==> src/rtl/fpr_pkg.sv <==
// Package for the framed packet receiver: shared constants, codes and types.
// No dependencies; every other file refers to it by scoped names.
package fpr_pkg;

  localparam int MAX_PAYLOAD = 32;                 // payload store depth, 2..32
  localparam int ADDR_W      = $clog2(MAX_PAYLOAD);
  localparam int QDEPTH      = 2;                  // frame descriptor queue depth
  localparam int QPTR_W      = (QDEPTH > 1) ? $clog2(QDEPTH) : 1;
  localparam int QCNT_W      = $clog2(QDEPTH + 1);

  localparam logic [7:0] START_RESET = 8'hAA;

  localparam logic OP_DATA  = 1'b0;
  localparam logic OP_FLUSH = 1'b1;

  localparam logic [1:0] KIND_DATA  = 2'd0;
  localparam logic [1:0] KIND_EMPTY = 2'd1;
  localparam logic [1:0] KIND_BAD   = 2'd2;

  // One finished frame, handed from the parser to the result sequencer.
  typedef struct packed {
    logic [1:0]  kind;
    logic [7:0]  frame_type;
    logic [7:0]  payload_length;
    logic [15:0] good_count;
    logic [15:0] bad_count;
  } desc_t;

  // Write port of the payload store.
  typedef struct packed {
    logic              en;
    logic [ADDR_W-1:0] addr;
    logic [7:0]        data;
  } store_wr_t;

endpackage

==> src/rtl/framed_packet_receiver.sv <==
// Top level of the framed packet receiver: config register, parser, queue, sequencer.
// Depends on fpr_pkg, fpr_front, fpr_queue and fpr_back.
//
// The receiver takes one serial byte per item (in_tuser = 0) or a flush (in_tuser = 1),
// hunts for the start byte (cfg register, reset 0xAA), then collects type, length,
// payload and an XOR checksum over type, length and payload. A good frame gives one
// result per payload byte (kind 0, last on the final one) or one "good empty" result
// (kind 1); a bad checksum or a length above MAX_PAYLOAD (32) gives one "bad frame"
// result (kind 2) after the whole declared length and checksum are consumed. The
// parser takes one item per cycle; it holds in_tready low only on a payload byte that
// must enter the store while an earlier frame is still queued or being read back, and
// on a checksum byte while the two-entry frame queue is full. Within a payload frame,
// results leave at one per cycle while out_tready is high; before its first result the
// sequencer moves from idle to its emit state while the store's registered read port
// fetches entry 0. The store holds one frame, so the payload of the next frame is
// taken only once that readback ends. Good and bad counters saturate at 65535.
module framed_packet_receiver (
  input  logic        clk,
  input  logic        rst_n,
  // configuration write: start byte
  input  logic        cfg_valid,
  output logic        cfg_ready,
  input  logic [7:0]  cfg_data,
  // input stream
  input  logic        in_tvalid,
  output logic        in_tready,
  input  logic [7:0]  in_tdata,   // [7:0] rx_byte
  input  logic        in_tuser,   // [0] op
  // result stream
  output logic        out_tvalid,
  input  logic        out_tready,
  output logic [63:0] out_tdata,  // [7:0] frame_type, [15:8] payload_length,
                                  // [23:16] data_byte, [28:24] byte_index,
                                  // [44:29] good_count, [60:45] bad_count, [63:61] zero
  output logic [1:0]  out_tuser,  // [1:0] kind
  output logic        out_tlast   // last
);

  logic [7:0]         start_r;
  fpr_pkg::desc_t     push_desc, head_desc;
  fpr_pkg::store_wr_t store_wr;
  logic               q_push, q_pop, q_full, q_empty;
  logic               back_busy;
  logic               store_free;
  logic [7:0]         o_type, o_len, o_data;
  logic [4:0]         o_index;
  logic [15:0]        o_good, o_bad;

  // Configuration is always taken; the user must write it only while the block is idle (not enforced here).
  assign cfg_ready = 1'b1;

  always_ff @(posedge clk) begin
    if (!rst_n) begin
      start_r <= fpr_pkg::START_RESET;
    end else if (cfg_valid) begin
      start_r <= cfg_data;
    end
  end

  // Release the store only once every earlier frame has been read back.
  assign store_free = q_empty && !back_busy;

  fpr_front u_front (
    .clk        (clk),
    .rst_n      (rst_n),
    .start_byte (start_r),
    .in_valid   (in_tvalid),
    .in_ready   (in_tready),
    .in_op      (in_tuser),
    .in_byte    (in_tdata),
    .store_free (store_free),
    .q_full     (q_full),
    .q_push     (q_push),
    .q_desc     (push_desc),
    .store_wr   (store_wr)
  );

  fpr_queue u_queue (
    .clk       (clk),
    .rst_n     (rst_n),
    .push      (q_push),
    .push_desc (push_desc),
    .pop       (q_pop),
    .head_desc (head_desc),
    .full      (q_full),
    .empty     (q_empty)
  );

  fpr_back u_back (
    .clk       (clk),
    .rst_n     (rst_n),
    .store_wr  (store_wr),
    .q_empty   (q_empty),
    .q_head    (head_desc),
    .q_pop     (q_pop),
    .busy      (back_busy),
    .out_valid (out_tvalid),
    .out_ready (out_tready),
    .out_kind  (out_tuser),
    .out_type  (o_type),
    .out_len   (o_len),
    .out_data  (o_data),
    .out_index (o_index),
    .out_last  (out_tlast),
    .out_good  (o_good),
    .out_bad   (o_bad)
  );

  // Pack result fields, first field in the lowest bits.
  assign out_tdata = {3'b000, o_bad, o_good, o_index, o_data, o_len, o_type};

  // A finished frame is never pushed into a full queue.
  assert property (@(posedge clk) disable iff (!rst_n)
    q_push |-> !q_full)
    else $error("frame descriptor pushed into full queue");

  // Payload store writes happen only with no frame pending readback.
  assert property (@(posedge clk) disable iff (!rst_n)
    store_wr.en |-> (q_empty && !back_busy))
    else $error("payload store overwritten while a frame is pending");

  // Kind code is one of the three defined results.
  assert property (@(posedge clk) disable iff (!rst_n)
    out_tvalid |-> ((out_tuser == fpr_pkg::KIND_DATA) || (out_tuser == fpr_pkg::KIND_EMPTY) ||
                    (out_tuser == fpr_pkg::KIND_BAD)))
    else $error("undefined result kind");

endmodule

==> src/rtl/fpr_front.sv <==
// Frame parser: hunts for the start byte, collects type, length, payload and checksum.
// Depends on fpr_pkg; writes the payload store and pushes frame descriptors.
module fpr_front (
  input  logic               clk,
  input  logic               rst_n,
  input  logic [7:0]         start_byte,
  input  logic               in_valid,
  output logic               in_ready,
  input  logic               in_op,
  input  logic [7:0]         in_byte,
  input  logic               store_free,
  input  logic               q_full,
  output logic               q_push,
  output fpr_pkg::desc_t     q_desc,
  output fpr_pkg::store_wr_t store_wr
);

  typedef enum logic [4:0] {
    PH_HUNT  = 5'b00001,
    PH_TYPE  = 5'b00010,
    PH_LEN   = 5'b00100,
    PH_DATA  = 5'b01000,
    PH_CHECK = 5'b10000
  } phase_t;

  phase_t      phase_r, phase_nxt;
  logic [7:0]  type_r, type_nxt;
  logic [7:0]  len_r, len_nxt;
  logic [7:0]  cnt_r, cnt_nxt;
  logic [7:0]  xor_r, xor_nxt;
  logic [15:0] good_r, good_nxt;
  logic [15:0] bad_r, bad_nxt;
  logic        stores_byte;
  logic        acc;
  logic        ok;

  // A payload byte that lands in the store waits until the store is released.
  assign stores_byte = (phase_r == PH_DATA) && (cnt_r < 8'(fpr_pkg::MAX_PAYLOAD));
  assign in_ready    = !((stores_byte && !store_free) || ((phase_r == PH_CHECK) && q_full));
  assign acc         = in_valid && in_ready;
  assign ok          = (len_r <= 8'(fpr_pkg::MAX_PAYLOAD)) && (in_byte == xor_r);

  always_comb begin
    phase_nxt = phase_r;
    type_nxt  = type_r;
    len_nxt   = len_r;
    cnt_nxt   = cnt_r;
    xor_nxt   = xor_r;
    good_nxt  = good_r;
    bad_nxt   = bad_r;
    q_push    = 1'b0;
    store_wr.en   = 1'b0;
    store_wr.addr = cnt_r[fpr_pkg::ADDR_W-1:0];
    store_wr.data = in_byte;
    if (acc) begin
      if (in_op == fpr_pkg::OP_FLUSH) begin
        phase_nxt = PH_HUNT;
      end else begin
        unique case (phase_r)
          PH_HUNT: begin
            if (in_byte == start_byte) phase_nxt = PH_TYPE;
          end
          PH_TYPE: begin
            type_nxt  = in_byte;
            xor_nxt   = in_byte;
            phase_nxt = PH_LEN;
          end
          PH_LEN: begin
            len_nxt   = in_byte;
            xor_nxt   = xor_r ^ in_byte;
            cnt_nxt   = 8'd0;
            phase_nxt = (in_byte == 8'd0) ? PH_CHECK : PH_DATA;
          end
          PH_DATA: begin
            store_wr.en = stores_byte;
            xor_nxt     = xor_r ^ in_byte;
            cnt_nxt     = cnt_r + 8'd1;
            if (cnt_nxt == len_r) phase_nxt = PH_CHECK;
          end
          PH_CHECK: begin
            phase_nxt = PH_HUNT;
            q_push    = 1'b1;
            if (!ok) begin
              if (bad_r != 16'hFFFF) bad_nxt = bad_r + 16'd1;
            end else begin
              if (good_r != 16'hFFFF) good_nxt = good_r + 16'd1;
            end
          end
          default: phase_nxt = PH_HUNT;
        endcase
      end
    end
  end

  always_comb begin
    q_desc.frame_type     = type_r;
    q_desc.payload_length = len_r;
    q_desc.good_count     = good_nxt;
    q_desc.bad_count      = bad_nxt;
    if (!ok)                 q_desc.kind = fpr_pkg::KIND_BAD;
    else if (len_r == 8'd0)  q_desc.kind = fpr_pkg::KIND_EMPTY;
    else                     q_desc.kind = fpr_pkg::KIND_DATA;
  end

  always_ff @(posedge clk) begin
    if (!rst_n) begin
      phase_r <= PH_HUNT;
      type_r  <= 8'd0;
      len_r   <= 8'd0;
      cnt_r   <= 8'd0;
      xor_r   <= 8'd0;
      good_r  <= 16'd0;
      bad_r   <= 16'd0;
    end else begin
      phase_r <= phase_nxt;
      type_r  <= type_nxt;
      len_r   <= len_nxt;
      cnt_r   <= cnt_nxt;
      xor_r   <= xor_nxt;
      good_r  <= good_nxt;
      bad_r   <= bad_nxt;
    end
  end

endmodule

==> src/rtl/fpr_queue.sv <==
// Short descriptor queue between the parser and the result sequencer.
// Depends on fpr_pkg for the descriptor type and depth.
module fpr_queue (
  input  logic           clk,
  input  logic           rst_n,
  input  logic           push,
  input  fpr_pkg::desc_t push_desc,
  input  logic           pop,
  output fpr_pkg::desc_t head_desc,
  output logic           full,
  output logic           empty
);

  fpr_pkg::desc_t              slot_r [fpr_pkg::QDEPTH];
  logic [fpr_pkg::QPTR_W-1:0] wr_ptr_r, rd_ptr_r;
  logic [fpr_pkg::QCNT_W-1:0] cnt_r;
  logic                        do_push, do_pop;

  assign full      = (cnt_r == fpr_pkg::QCNT_W'(fpr_pkg::QDEPTH));
  assign empty     = (cnt_r == '0);
  assign do_push   = push && !full;
  assign do_pop    = pop && !empty;
  assign head_desc = slot_r[rd_ptr_r];

  function automatic logic [fpr_pkg::QPTR_W-1:0] bump(input logic [fpr_pkg::QPTR_W-1:0] p);
    if (p == fpr_pkg::QPTR_W'(fpr_pkg::QDEPTH - 1)) return '0;
    return p + 1'b1;
  endfunction

  always_ff @(posedge clk) begin
    if (do_push) slot_r[wr_ptr_r] <= push_desc;
  end

  always_ff @(posedge clk) begin
    if (!rst_n) begin
      wr_ptr_r <= '0;
      rd_ptr_r <= '0;
      cnt_r    <= '0;
    end else begin
      if (do_push) wr_ptr_r <= bump(wr_ptr_r);
      if (do_pop)  rd_ptr_r <= bump(rd_ptr_r);
      if (do_push && !do_pop)      cnt_r <= cnt_r + 1'b1;
      else if (do_pop && !do_push) cnt_r <= cnt_r - 1'b1;
    end
  end

endmodule

==> src/rtl/fpr_back.sv <==
// Result sequencer: holds the payload store and turns frame descriptors into results.
// Depends on fpr_pkg; reads descriptors from fpr_queue, drives the output register.
module fpr_back (
  input  logic               clk,
  input  logic               rst_n,
  input  fpr_pkg::store_wr_t store_wr,
  input  logic               q_empty,
  input  fpr_pkg::desc_t     q_head,
  output logic               q_pop,
  output logic               busy,
  output logic               out_valid,
  input  logic               out_ready,
  output logic [1:0]         out_kind,
  output logic [7:0]         out_type,
  output logic [7:0]         out_len,
  output logic [7:0]         out_data,
  output logic [4:0]         out_index,
  output logic               out_last,
  output logic [15:0]        out_good,
  output logic [15:0]        out_bad
);

  typedef enum logic [1:0] {
    ST_IDLE = 2'b01,
    ST_EMIT = 2'b10
  } st_t;

  logic [7:0]                  mem [fpr_pkg::MAX_PAYLOAD];
  logic [7:0]                  rd_data_r;
  st_t                         st_r, st_nxt;
  logic [fpr_pkg::ADDR_W-1:0] idx_r, idx_nxt;
  fpr_pkg::desc_t              desc_r, desc_nxt;
  logic                        out_valid_r, out_valid_nxt;
  logic                        load;
  logic [1:0]                  kind_nxt;
  logic [7:0]                  data_nxt;
  logic [4:0]                  index_nxt;
  logic                        last_nxt;
  logic [15:0]                 good_nxt, bad_nxt;
  logic [7:0]                  type_nxt, len_nxt;
  logic                        out_free;
  logic                        final_byte;

  assign out_free   = !out_valid_r || out_ready;
  assign final_byte = ((8'(idx_r) + 8'd1) == desc_r.payload_length);
  assign busy       = (st_r != ST_IDLE);

  always_comb begin
    st_nxt        = st_r;
    idx_nxt       = '0;
    desc_nxt      = desc_r;
    q_pop         = 1'b0;
    load          = 1'b0;
    out_valid_nxt = out_valid_r && !out_ready;
    kind_nxt      = q_head.kind;
    type_nxt      = q_head.frame_type;
    len_nxt       = q_head.payload_length;
    good_nxt      = q_head.good_count;
    bad_nxt       = q_head.bad_count;
    data_nxt      = 8'd0;
    index_nxt     = 5'd0;
    last_nxt      = 1'b1;
    unique case (st_r)
      ST_IDLE: begin
        if (!q_empty && out_free) begin
          q_pop    = 1'b1;
          desc_nxt = q_head;
          if (q_head.kind == fpr_pkg::KIND_DATA) begin
            st_nxt = ST_EMIT;           // store read of entry 0 starts now
          end else begin
            load          = 1'b1;
            out_valid_nxt = 1'b1;
          end
        end
      end
      ST_EMIT: begin
        idx_nxt   = idx_r;
        kind_nxt  = desc_r.kind;
        type_nxt  = desc_r.frame_type;
        len_nxt   = desc_r.payload_length;
        good_nxt  = desc_r.good_count;
        bad_nxt   = desc_r.bad_count;
        data_nxt  = rd_data_r;
        index_nxt = 5'(idx_r);
        last_nxt  = final_byte;
        if (out_free) begin
          load          = 1'b1;
          out_valid_nxt = 1'b1;
          if (final_byte) begin
            st_nxt  = ST_IDLE;
            idx_nxt = '0;
          end else begin
            idx_nxt = idx_r + 1'b1;
          end
        end
      end
      default: st_nxt = ST_IDLE;
    endcase
  end

  // Payload store: one write port from the parser, one registered read port.
  always_ff @(posedge clk) begin
    if (store_wr.en) mem[store_wr.addr] <= store_wr.data;
    rd_data_r <= mem[idx_nxt];
  end

  always_ff @(posedge clk) begin
    desc_r <= desc_nxt;
    idx_r  <= idx_nxt;
    if (load) begin
      out_kind  <= kind_nxt;
      out_type  <= type_nxt;
      out_len   <= len_nxt;
      out_data  <= data_nxt;
      out_index <= index_nxt;
      out_last  <= last_nxt;
      out_good  <= good_nxt;
      out_bad   <= bad_nxt;
    end
  end

  always_ff @(posedge clk) begin
    if (!rst_n) begin
      st_r        <= ST_IDLE;
      out_valid_r <= 1'b0;
    end else begin
      st_r        <= st_nxt;
      out_valid_r <= out_valid_nxt;
    end
  end

  assign out_valid = out_valid_r;

  // Payload results never index past the frame length.
  assert property (@(posedge clk) disable iff (!rst_n)
    (st_r == ST_EMIT) |-> ((8'(idx_r) + 8'd1) <= desc_r.payload_length))
    else $error("payload index beyond frame length");

  // A payload frame is only sequenced when its length fits the store.
  assert property (@(posedge clk) disable iff (!rst_n)
    (q_pop && (q_head.kind == fpr_pkg::KIND_DATA)) |->
      ((q_head.payload_length != 8'd0) &&
       (q_head.payload_length <= 8'(fpr_pkg::MAX_PAYLOAD))))
    else $error("payload frame with bad length reached the sequencer");

  // The store is never written while a frame is being read back.
  assert property (@(posedge clk) disable iff (!rst_n)
    store_wr.en |-> (st_r == ST_IDLE))
    else $error("payload store written during readback");

endmodule

==> config.mk <==
export PLATFORM = sky130hd
export DESIGN_NAME = framed_packet_receiver
export DESIGN_NICKNAME = d
export VERILOG_FILES = /design/src/rtl/fpr_pkg.sv /design/src/rtl/framed_packet_receiver.sv /design/src/rtl/fpr_front.sv /design/src/rtl/fpr_queue.sv /design/src/rtl/fpr_back.sv
export SDC_FILE = /design/constraint.sdc
export NUM_CORES = 1
export LEC_CHECK = 0
export ABC_AREA = 1
export BUFFER_PORTS_ARGS = -buffer_cell sky130_fd_sc_hd__buf_2
export CORE_MARGIN = 2
export CORE_UTILIZATION = 62
export CTS_BUF_LIST = sky130_fd_sc_hd__clkbuf_8 sky130_fd_sc_hd__clkbuf_16
export CTS_CLUSTER_DIAMETER = 30
export CTS_CLUSTER_SIZE = 28
export DETAILED_ROUTE_END_ITERATION = 12
export GPL_TIMING_DRIVEN = 0
export PLACE_DENSITY_LB_ADDON = 0.2
export SKIP_LAST_GASP = 1
export SLEW_MARGIN = 0
export SYNTH_ARGS = -nofsm -noshare
export SYNTH_HDL_FRONTEND = slang
export SYNTH_SLANG_ARGS = --single-unit
export TNS_END_PERCENT = 10
==> constraint.sdc <==
create_clock -name clk -period 9.7 [get_ports clk]
set_input_delay 1.455 -clock clk [delete_from_list [all_inputs] [get_ports clk]]
set_output_delay 1.455 -clock clk [all_outputs]
set_load 0.02 [all_outputs]
==> metrics.md <==
| Metric | Value |
|---|---|
| Vias in the first global route | 17.8k |
| Min-Delay Path Class | flop to flop |
| DP Cell Count | 2887 |
| Post-route cell area | 29200 um2 |
| 1st-iter DRT viols | 1853 |
| RSZ-0062 raised after global routing | no |
| Commonest non-fill, non-tap cell in the layout | nand2_1 |
| Root Buffer | clkbuf_16 |
| Layout cells sized above 1 | 16.8% |
| CTS sink count | 568 |
| GP Congestion | 1.01 |
| Crit path capture type | flop |
| Met2 wire length | 29.1 mm |
| Worst-margin pin slew | 971 ps |
| Most frequent cells in the layout | nand2_1, edfxtp_1, nand3_1, inv_1, nor2_1 |
| DR DRC count | 0 |
| Clock Path Buffers | 3 |
| Comb power frac | 15.3% |
| Num CTS Buffers | 106 |
| Startpoint type of the worst setup path | input port |
| FP Rows | 72 |
| Full die area | 40800 um2 |
| Max frequency | 0.254 GHz |
| Diodes inserted | 0 |
| Crit Path Max Fanout | 33 |
| Pleak | 11.7 nW |
| Final hold violation count | 0 |
| WL met3 | 6.06 mm |
| Global-route wire length before repair | 95.7 mm |
| Sw frac | 27.7% |
| Post-DRT Antenna Nets | 0 |
| Area delta synth->final | 20.2% |
| Setup TNS | 0 ps |
| Minimum clock period | 3930 ps |
| Non-Filler Instances | 3088 |
| DP Worst Slack | 5180 ps |
| Psw | 2.20 mW |
| Largest net degree at the start of global routing | 38 |
| I/O pins | 92 |
| Fillcell total | 2352 |
| Drt wl/cell | 20.0 um |
| CTS resizes | 0 |
| Slew Limit Fails | 0 |
| Post-synth top area share | 58.0% |
| Syn. warnings | 0 |
| IO Port Bufs | 85 |
| Clock slew at reported path FFs | 50 ps |
| Die H | 202 um |
| Relative slew margins | 35.0% |
| Synth Flop Type | edfxtp_1 |
| Max Cap Viol | 0 |
| Peak supply drop | 0.249 mV |
| Drt via density | 5.75 |
| Worst Path Required | 10080 ps |
| Initial core utilization | 62.9% |
| Critical path arrival | 4310 ps |
| Synth area leader | edfxtp_1 |
| Die Width | 202 um |
| Grt ovf | 0 |
| Core Footprint | 38600 um2 |
| Pwr/cell area | 272 nW/um2 |
| Fin worst setup slack | 5770 ps |
| Crit Path Category | input port to flop |
| CTS tree | done |
| Gate Count Post-Synth | 2276 |
| Seq/Total Area, Yosys | 66.1% |
| Final period utilization | 40.5% |
| Dpl cell area | 25600 um2 |
| GRT Total Usage | 30.5% |
| Routed via count | 17.8k |
| Synthesized area per cell | 10.7 um2 |
| Post-DP HPWL | 38.9 mm |
| Synthesized area | 24300 um2 |
| Ys async rst share | 0% |
| Layout Skew | 19.0 ps |
| Number of H-tree levels | 3 |
| Clk pwr share | 46.0% |
| Synth cell types | 50 |
| CTS Hold Buffers Added | 0 |
| Post-CTS Setup Repair Bufs | 0 |
| Max layer used | met4 |
| Part of the power in registers | 38.7% |
| Final #Nets | 2509 |
| R2r setup slk | 6110 ps |
| Final setup vio count | 0 |
| Initial antenna violation count | 0 |
| Internal power | 5.76 mW |
| Pre-antenna DRT Iters | 8 |
| Seq cells post-synth | 568 |
| Final WL | 61.9 mm |
| WL met1 | 24.5 mm |
| Area contributors post-synth | edfxtp_1, nand2_1, dfxtp_1 |
| Status | finished, final reports clean |
| Post-synth EDFFs | 470 |
| Clk_lat worst skew | 640 ps |
| WHS | 463 ps |
cell type report:
class	instances	area, um2	share of cell area [%]
buffer	111	608	2.08
clock buffer	115	2800	9.57
clock inverter	86	851	2.91
inverter	259	972	3.33
multi-input combinational	1340	6710	22.9
sequential	568	16100	55.0
tap	518	648	2.22
timing repair buffer	91	576	1.97
cell usage after synthesis, types with 21 or more instances:
| cell type | number |
|---|---|
| nand2_1 | 568 |
| edfxtp_1 | 470 |
| nand3_1 | 323 |
| inv_1 | 243 |
| nor2_1 | 118 |
| dfxtp_1 | 98 |
| a21oi_1 | 49 |
| mux2_2 | 48 |
| clkbuf_1 | 46 |
| o21ai_0 | 44 |
| nand3b_1 | 34 |
| buf_2 | 24 |
| nor3_1 | 23 |
| buf_4 | 21 |
final timing paths:
check	from	end	cells after the start
min reg2reg	u_front.type_r[6]	u_queue.slot_r[0][46]	0
max	in_tdata[3]	u_queue.slot_r[0][19]	12
min	u_front.type_r[6]	u_queue.slot_r[0][46]	0
max reg2reg	u_back.st_r[0]	u_back.mem[27][0]	10
kinds of logic (layout without fill, tap and decap cells):
logic type                 Yosys count  in the layout  synth area share, %
AOI/OAI and AO/OA                  120            120                 2.81
xor gates and xnor gates            37             37                 1.36
adders and majority gates           10             10                0.514
buffers and inverters              370            662                 6.50
DFF                                568            568                 66.1
muxes                               48             48                 2.22
other                                2              4               0.0309
and+or+nand+nor                   1121           1121                 20.5
layer usage:
layer,global-route usage (%),up-vias
li1,-,8124
met1,41.1,8453
met2,48.4,985
met3,6.22,197
met4,13.7,0
met5,0,-
stage by stage:
step | util [%] | total power, mW
final | 75.7 | 7.96
after global routing | 75.7 | 8.20
after CTS | 75.7 | 7.97
after detailed placement | 66.2 | 4.31
after global placement | 65.7 | 4.22
after floorplan | - | 3.87
worst max-delay path, stage by stage:
cell      delay, ps
buf_2           620
clkbuf_1        420
xnor2_1         200
nand4_1         140
nor3_1          160
nand2_1         170
buf_2           280
a41oi_1         230
nand2_1         150
nor2_1          160
xor2_1          220
inv_1           100
registers in the layout, summed over array words and instances, names as in the netlist, 16 cells and up, named ones only:
signal,cells
u_back.desc_r,50
u_back.mem,256
u_back.out_bad,16
u_back.out_good,16
u_front.bad_r,16
u_front.good_r,16
u_queue.slot_r,100
power groups by stage:
stage | Sequential (mW) | Clock (mW) | Combinational, mW
global route | 3.10 | 3.80 | 1.30
finish | 3.08 | 3.67 | 1.22
floorplan | 3.29 | 0 | 0.570
CTS | 3.08 | 3.68 | 1.21
detailed placement | 3.12 | 0 | 1.18
global placement | 3.17 | 0 | 1.05
No activity file was read; power rests on OpenSTA's default activity.
